===== config.mk =====
export PLATFORM = sky130hd
export DESIGN_NAME = tlqe_sqrt
export DESIGN_NICKNAME = d
export VERILOG_FILES = /design/src/sv/tlqe_pkg.sv /design/src/sv/tlqe_sqrt.sv
export SDC_FILE = /design/constraint.sdc
export NUM_CORES = 2
export LEC_CHECK = 0
export BUFFER_PORTS_ARGS = -buffer_cell sky130_fd_sc_hd__buf_4
export CAP_MARGIN = 10
export CORE_MARGIN = 4
export CORE_UTILIZATION = 65
export DETAILED_ROUTE_END_ITERATION = 8
export MAX_ROUTING_LAYER = met4
export PLACE_DENSITY = 0.82
export SYNTH_ARGS = -nofsm -noshare
export SYNTH_HDL_FRONTEND = slang
export SYNTH_SLANG_ARGS = --single-unit

===== constraint.sdc =====
create_clock -name clock -period 11.2 [get_ports clock]
set_input_delay 0 -clock clock [delete_from_list [all_inputs] [get_ports clock]]
set_output_delay 0 -clock clock [all_outputs]
set_load 0.005 [all_outputs]

===== src/sv/tlqe_pkg.sv =====
// Shared constants, types and helpers for the thick line quad expander.
package tlqe_pkg;

   localparam int FRAC_BITS_DEF = 16;
   localparam int CSR_W = 18;
   localparam int COORD_W = 32;
   localparam int LW_W = 31;
   localparam int COLOR_W = 32;
   localparam int DIFF_W = 33;
   localparam int CROSS_W = 53;
   localparam int MAG_W = 52;
   localparam int NRM_W = 30;
   localparam int SUM_W = 62;
   localparam int LEN_W = 31;
   localparam int PROD_W = 61;
   localparam int DIVD_W = 62;
   localparam int DIVS_W = 32;
   localparam int QUO_W = 32;
   localparam int OFF_W = 33;

   typedef enum logic [1:0] {
      CSR_CAM_X = 2'd0,
      CSR_CAM_Y = 2'd1,
      CSR_CAM_Z = 2'd2,
      CSR_NONE  = 2'd3
   } csr_idx_type;

   // Leading-one position of a nonzero magnitude; 0 when the value is zero.
   function automatic logic [5:0] msb_pos(input logic [MAG_W-1:0] v);
      logic [5:0] p;
      p = '0;
      for (int i = 0; i < MAG_W; i++) begin
         if (v[i]) p = 6'(i);
      end
      return p;
   endfunction

   // Clamp a 34-bit sum into the signed 32-bit range.
   function automatic logic [COORD_W-1:0] sat32(input logic signed [OFF_W:0] v);
      logic [COORD_W-1:0] r;
      if (v > 34'sh0_7FFF_FFFF) r = 32'h7FFF_FFFF;
      else if (v < -34'sh0_8000_0000) r = 32'h8000_0000;
      else r = v[COORD_W-1:0];
      return r;
   endfunction

endpackage


===== src/sv/tlqe_sqrt.sv =====
// Pipelined integer square root, one result bit per stage.
module tlqe_sqrt
   import tlqe_pkg::*;
#(
   parameter int TAG_W = 8
) (
   input  logic                 clock,
   input  logic                 reset,
   input  logic                 advance,
   input  logic                 in_valid,
   input  logic [SUM_W-1:0]     in_radicand,
   input  logic [TAG_W-1:0]     in_tag,
   output logic                 out_valid,
   output logic [LEN_W-1:0]     out_root,
   output logic [TAG_W-1:0]     out_tag
);

   // Stage i settles root bit LEN_W-1-i.
   logic [LEN_W:0]            vld_ff;
   logic [SUM_W+1:0]          rem_ff  [LEN_W+1];
   logic [LEN_W-1:0]          root_ff [LEN_W+1];
   logic [TAG_W-1:0]          tag_ff  [LEN_W+1];

   always_ff @(posedge clock) begin
      if (reset) begin
         vld_ff <= '0;
      end else if (advance) begin
         vld_ff <= {vld_ff[LEN_W-1:0], in_valid};
      end
   end

   always_ff @(posedge clock) begin
      if (advance) begin
         rem_ff[0]  <= {2'b00, in_radicand};
         root_ff[0] <= '0;
         tag_ff[0]  <= in_tag;
      end
   end

   for (genvar g = 0; g < LEN_W; g++) begin : g_stage
      localparam int B = LEN_W - 1 - g;
      logic [SUM_W+1:0] trial;
      logic [SUM_W+1:0] cur;
      // (R + 2^B)^2 - R^2 = R*2^(B+1) + 2^(2B); R has no bits below B+1.
      always_comb begin
         cur   = ((SUM_W+2)'(root_ff[g]) << (B+1)) | ((SUM_W+2)'(1) << (2*B));
         trial = {(SUM_W+2){1'b0}};
         trial = cur;
      end
      always_ff @(posedge clock) begin
         if (advance) begin
            tag_ff[g+1] <= tag_ff[g];
            if (rem_ff[g] >= trial) begin
               rem_ff[g+1]  <= rem_ff[g] - trial;
               root_ff[g+1] <= root_ff[g] | (LEN_W'(1) << B);
            end else begin
               rem_ff[g+1]  <= rem_ff[g];
               root_ff[g+1] <= root_ff[g];
            end
         end
      end
   end

   assign out_valid = vld_ff[LEN_W];
   assign out_root  = root_ff[LEN_W];
   assign out_tag   = tag_ff[LEN_W];

endmodule


# ---- Word level (Yosys, flattened, before mapping)
# Memory sizes are Yosys's and may differ from the RTL's.
# Cells that the tools add are included.
dict set report word_totals {
  out_inout_bits 40
  inputBits 74
  word_cells 378
  memories 3
  regBits 32
  ramBits 3296
}
dict set report classes {
  order_cmp 31
  n_bitwise 62
  n_addsub 31
  mux 250
}
# memory depth word_bits rd rd_ports_with_merged_regs wr line
set mem_list {}
lappend mem_list {rem_ff 32 64 31 0 32 tlqe_sqrt.sv:20} ;# logic [SUM_W+1:0] rem_ff [LEN_W+1];
lappend mem_list {root_ff 32 31 32 0 32 tlqe_sqrt.sv:21} ;# logic [LEN_W-1:0] root_ff [LEN_W+1];
lappend mem_list {tag_ff 32 8 32 0 32 tlqe_sqrt.sv:22} ;# logic [TAG_W-1:0] tag_ff [LEN_W+1];
# cell n
set op_table {}
lappend op_table {{$mux 64} 31}
lappend op_table {{$mux 31} 31}
lappend op_table {{$mux 1} 188}
lappend op_table {{$ge 64x32->1} 1}
lappend op_table {{$ge 64x33->1} 1}
lappend op_table {{$ge 64x34->1} 1}
lappend op_table {{$ge 64x35->1} 1}
lappend op_table {{$ge 64x36->1} 1}
lappend op_table {{$ge 64x37->1} 1}
lappend op_table {{$ge 64x38->1} 1}
lappend op_table {{$ge 64x39->1} 1}
lappend op_table {{$ge 64x40->1} 1}
lappend op_table {{$ge 64x41->1} 1}
lappend op_table {{$ge 64x42->1} 1}
lappend op_table {{$ge 64x43->1} 1}
lappend op_table {{$ge 64x44->1} 1}
lappend op_table {{$ge 64x45->1} 1}
lappend op_table {{$ge 64x46->1} 1}
lappend op_table {{$ge 64x47->1} 1}
lappend op_table {{$ge 64x48->1} 1}
lappend op_table {{$ge 64x49->1} 1}
lappend op_table {{$ge 64x50->1} 1}
lappend op_table {{$ge 64x51->1} 1}
lappend op_table {{$ge 64x52->1} 1}
lappend op_table {{42 further kinds} 103}

# ---- Longest topological paths before layout
# An unclocked memory read counts as a cell.
dict set report logic_depth {
  word_depth 6
  depth_mapped 15
  depth_no_buf 13
}

# ---- Worst setup path after synthesis
# Ideal clock, no wire load.
dict set report synth_path {
  kind {input-to-reg}
  startpoint {input advance}
  endpoint {memory rem_ff[1][896] (netlist name) (enable)}
  cell_stages 3
  t_arrival_ps 3131
  slack_ps 7583
  required_time_ps 10714
  cell_sequence {clkbuf_1 > clkbuf_1 > clkbuf_1}
}
# item line
set synth_lines {}
lappend synth_lines {{start, declared} tlqe_sqrt.sv:9} ;# input logic advance,
lappend synth_lines {{end, declared} tlqe_sqrt.sv:20}

==> impl_metrics.toml <==
[synth]
avgSynthCellArea_sq_um = 13.0
synth_ff_type = "edfxtp_1"
synthSimpleGateAreaFrac_pct = 11.6
ys_warn_count = 0
synth_compound_area_share_pct = 8.44
syn_inst = 9734
synth-adder-area-share_pct = 5.18
synth_edf_count = 2733
synth_seq_cells = 2765
synthXorXnorAreaFrac_pct = 6.05
synth_top_family_by_area = "simple AND/OR/NAND/NOR gates"
synth_area_sq_um = 127000
ys_types = 91
ys_seq_area_share_pct = 65.3
syn_nets = 10300
synthMuxAreaShare_pct = 0.757
synthArstFlopShare_pct = 0

[power_and_ir_drop]
p_leak_nw = 52.6
p_per_area_nw_per_um2 = 203
total_power_mw = 28.6
vdd_ir_drop_max_mv = 0.322

[routing]
dr_total_vias = 83200
wl_per_cell_microns = 25.7
drtIter0Drc = 9937
drt_wl_total_microns = 330000
antenna_left = 0
post-route-drc-count = 0
dr.pass1.iters = 8
avgViaCountPerCell = 6.47

[sta]
max_slew_margin_pct = 14.5
fmax_mhz = 201
tightest_slew_ns = 1.25
drv_slew = 0
post-route-period-util_pct = 44.5
finalCriticalPeriod_ns = 4.98
finalSetupViolations = 0
finalSetupTns_ns = 0
timing.hold.ws_ns = 0.128
hold_viol_final = 0
rsz0062_at_grt = "no"
clock-skew-final_ns = 0.0777

[finish]
drive_above_1_share_pct = 7.06
area_growth_pct = 11.4
mostFrequentLayoutCell = "edfxtp_1"
finalInstanceArea_sq_um = 141000
finalNetCount = 10700
most-common-layout-cells = "edfxtp_1 (2733), nand2_1 (773), inv_1 (668)"
final_core_util_pct = 73.1

[grt]
antenna_found_initial = 12
grt_use_total_pct = 33.2
grt_pass1_vias = 80800
grt_max_degree = 212
overflow = 0
grt_pass1_wl_microns = 497000

[hold_path]
hold_depth = 2
worstHoldStart = "advance"
hold_path.class = "primary input to flip-flop"

[flow_run]
timing.max_cap.violations = 0

[worst_setup_path]
crit_family = "buffers and inverters"
critPathBufInv = 7
rr_startpoint = "rem_ff[1][690]"
end_kind = "flip-flop"
crit_path_max_fanout = 193
crit_top_cell = "buf_4"
arrival_ns = 5.51
cpMaxStageDelayCell = "buf_4"
start_kind = "primary input"
max_stage_delay_ns = 0.91
worst_ep_required_time_ns = 11.73
cp_cell_sequence = "dlygate4sd3_1 > buf_16 > buf_4 > buf_12 > buf_4 > buf_12 > buf_4"
crit_type = "primary input to flip-flop"
path_depth = 7
startpoint = "advance"
r2r_cells = 12

[clock_tree]
cts_buffer_depth = 4
cts_max_level = 5
clock_latency_ns = 0.97
cts_root_buf = "clkbuf_16"
cts_buffers = 297
path_clk_slew_ns = 0.07
cts_setup_buffers = 0
cts_tree = "built"
cts.sinks = 2765

[status]
status = "completed"

[placement]
gp_congestion = 0.984
io_buffers = 113
place_area_sq_um = 130000
dpl.hpwl_microns = 225000

[floorplanning]
rows = 161
die_x_microns = 450
start_util_pct = 65.6
ioPinCount = 114
coreArea_sq_um = 193000
die-area_sq_um = 202000
die_h_microns = 450
[sequential cells by signal, indices dropped and copies added, names as in the netlist]
signal	cells
rem_ff	1981
root_ff	496
tag_ff	256
vld_ff	32
[final cells by class]
class | count | area [sq um]
clock buffers | 353 | 7800
repair buffers | 319 | 2840
diodes | 11 | 27.5
inverters | 670 | 2510
flip-flops and latches | 2765 | 82700
clock inverters | 154 | 1520
well taps | 2526 | 3160
multi-input cells | 6064 | 40600
fillers | 11900 | 52000
[layer usage]
| layer | vias to the layer above | wire length [microns] | track usage (%) |
|---|---|---|---|
| li1 | 37200 | - | - |
| met1 | 40300 | 127000 | 42.2 |
| met2 | 4465 | 159000 | 53.3 |
| met3 | 1161 | 26200 | 5.12 |
| met4 | 0 | 18500 | 15.3 |
| met5 | - | 0 | - |
[per-stage QoR]
step	setup slack, ns	instances
after floorplan	7.58	9734
after global placement	6.41	12200
after CTS	6.39	12900
after detailed placement	6.24	12200
after global routing	5.91	12900
final	6.22	12900
[synthesized netlist by cell type, types with 23 or more instances]
cell type	count	area (sq um)
a31oi_1	37	231
clkbuf_1	198	743
and3_1	42	263
or2_2	42	263
o31ai_1	38	285
o21ai_0	558	2790
nand2_1	773	2900
nand2b_1	102	638
xnor2_1	422	3700
nor2_1	503	1890
nor3_1	260	1300
a21boi_0	23	173
a21oi_1	434	2170
xor2_1	453	3970
a21o_1	233	1750
mux2i_1	43	430
nor4b_1	44	385
edfxtp_1	2733	82100
nor3b_1	24	180
nand4_1	157	982
ha_1	525	6570
or3_1	124	776
o21bai_1	47	353
or4_1	69	518
o21a_1	89	668
mux2_2	47	529
dfxtp_1	32	641
inv_1	668	2510
o211ai_1	29	218
nor4_1	358	2240
and2_1	31	194
nor2b_1	69	432
nand3_1	147	736
a211oi_1	52	390
[logic make-up (layout without fill, tap and decap cells)]
group | Yosys count | count (layout)
adder cells (fa/ha/maj) | 525 | 525
AND/OR/NAND/NOR | 2850 | 2850
multiplexers | 90 | 90
buffers and inverters | 905 | 1496
flip-flops | 2765 | 2765
AO/OA/AOI/OAI | 1724 | 1724
XOR/XNOR | 875 | 875
other | 0 | 11
[report_power, final]
group,internal (mW),total [mW],switching (mW)
Sequential,12.9,13.9,1.02
Clock,5.63,9.69,4.06
Combinational,1.98,5.08,3.10
Total,20.5,28.6,8.17
[repair_timing]
action,in CTS,in global routing
endpoints found under the hold margin,311,0
hold buffers,146,0
resized for setup,0,0
setup endpoints to repair,0,0
[path summary, 6_finish.rpt]
check,slack (ns),end
worst max-delay path,6.22,tag_ff[6][19]
worst min-delay path,0.13,rem_ff[0][1022]
worst max register to register,6.22,rem_ff[1][760]
worst min register to register,0.38,tag_ff[4][14]
Power figures use the tool's default switching activity.
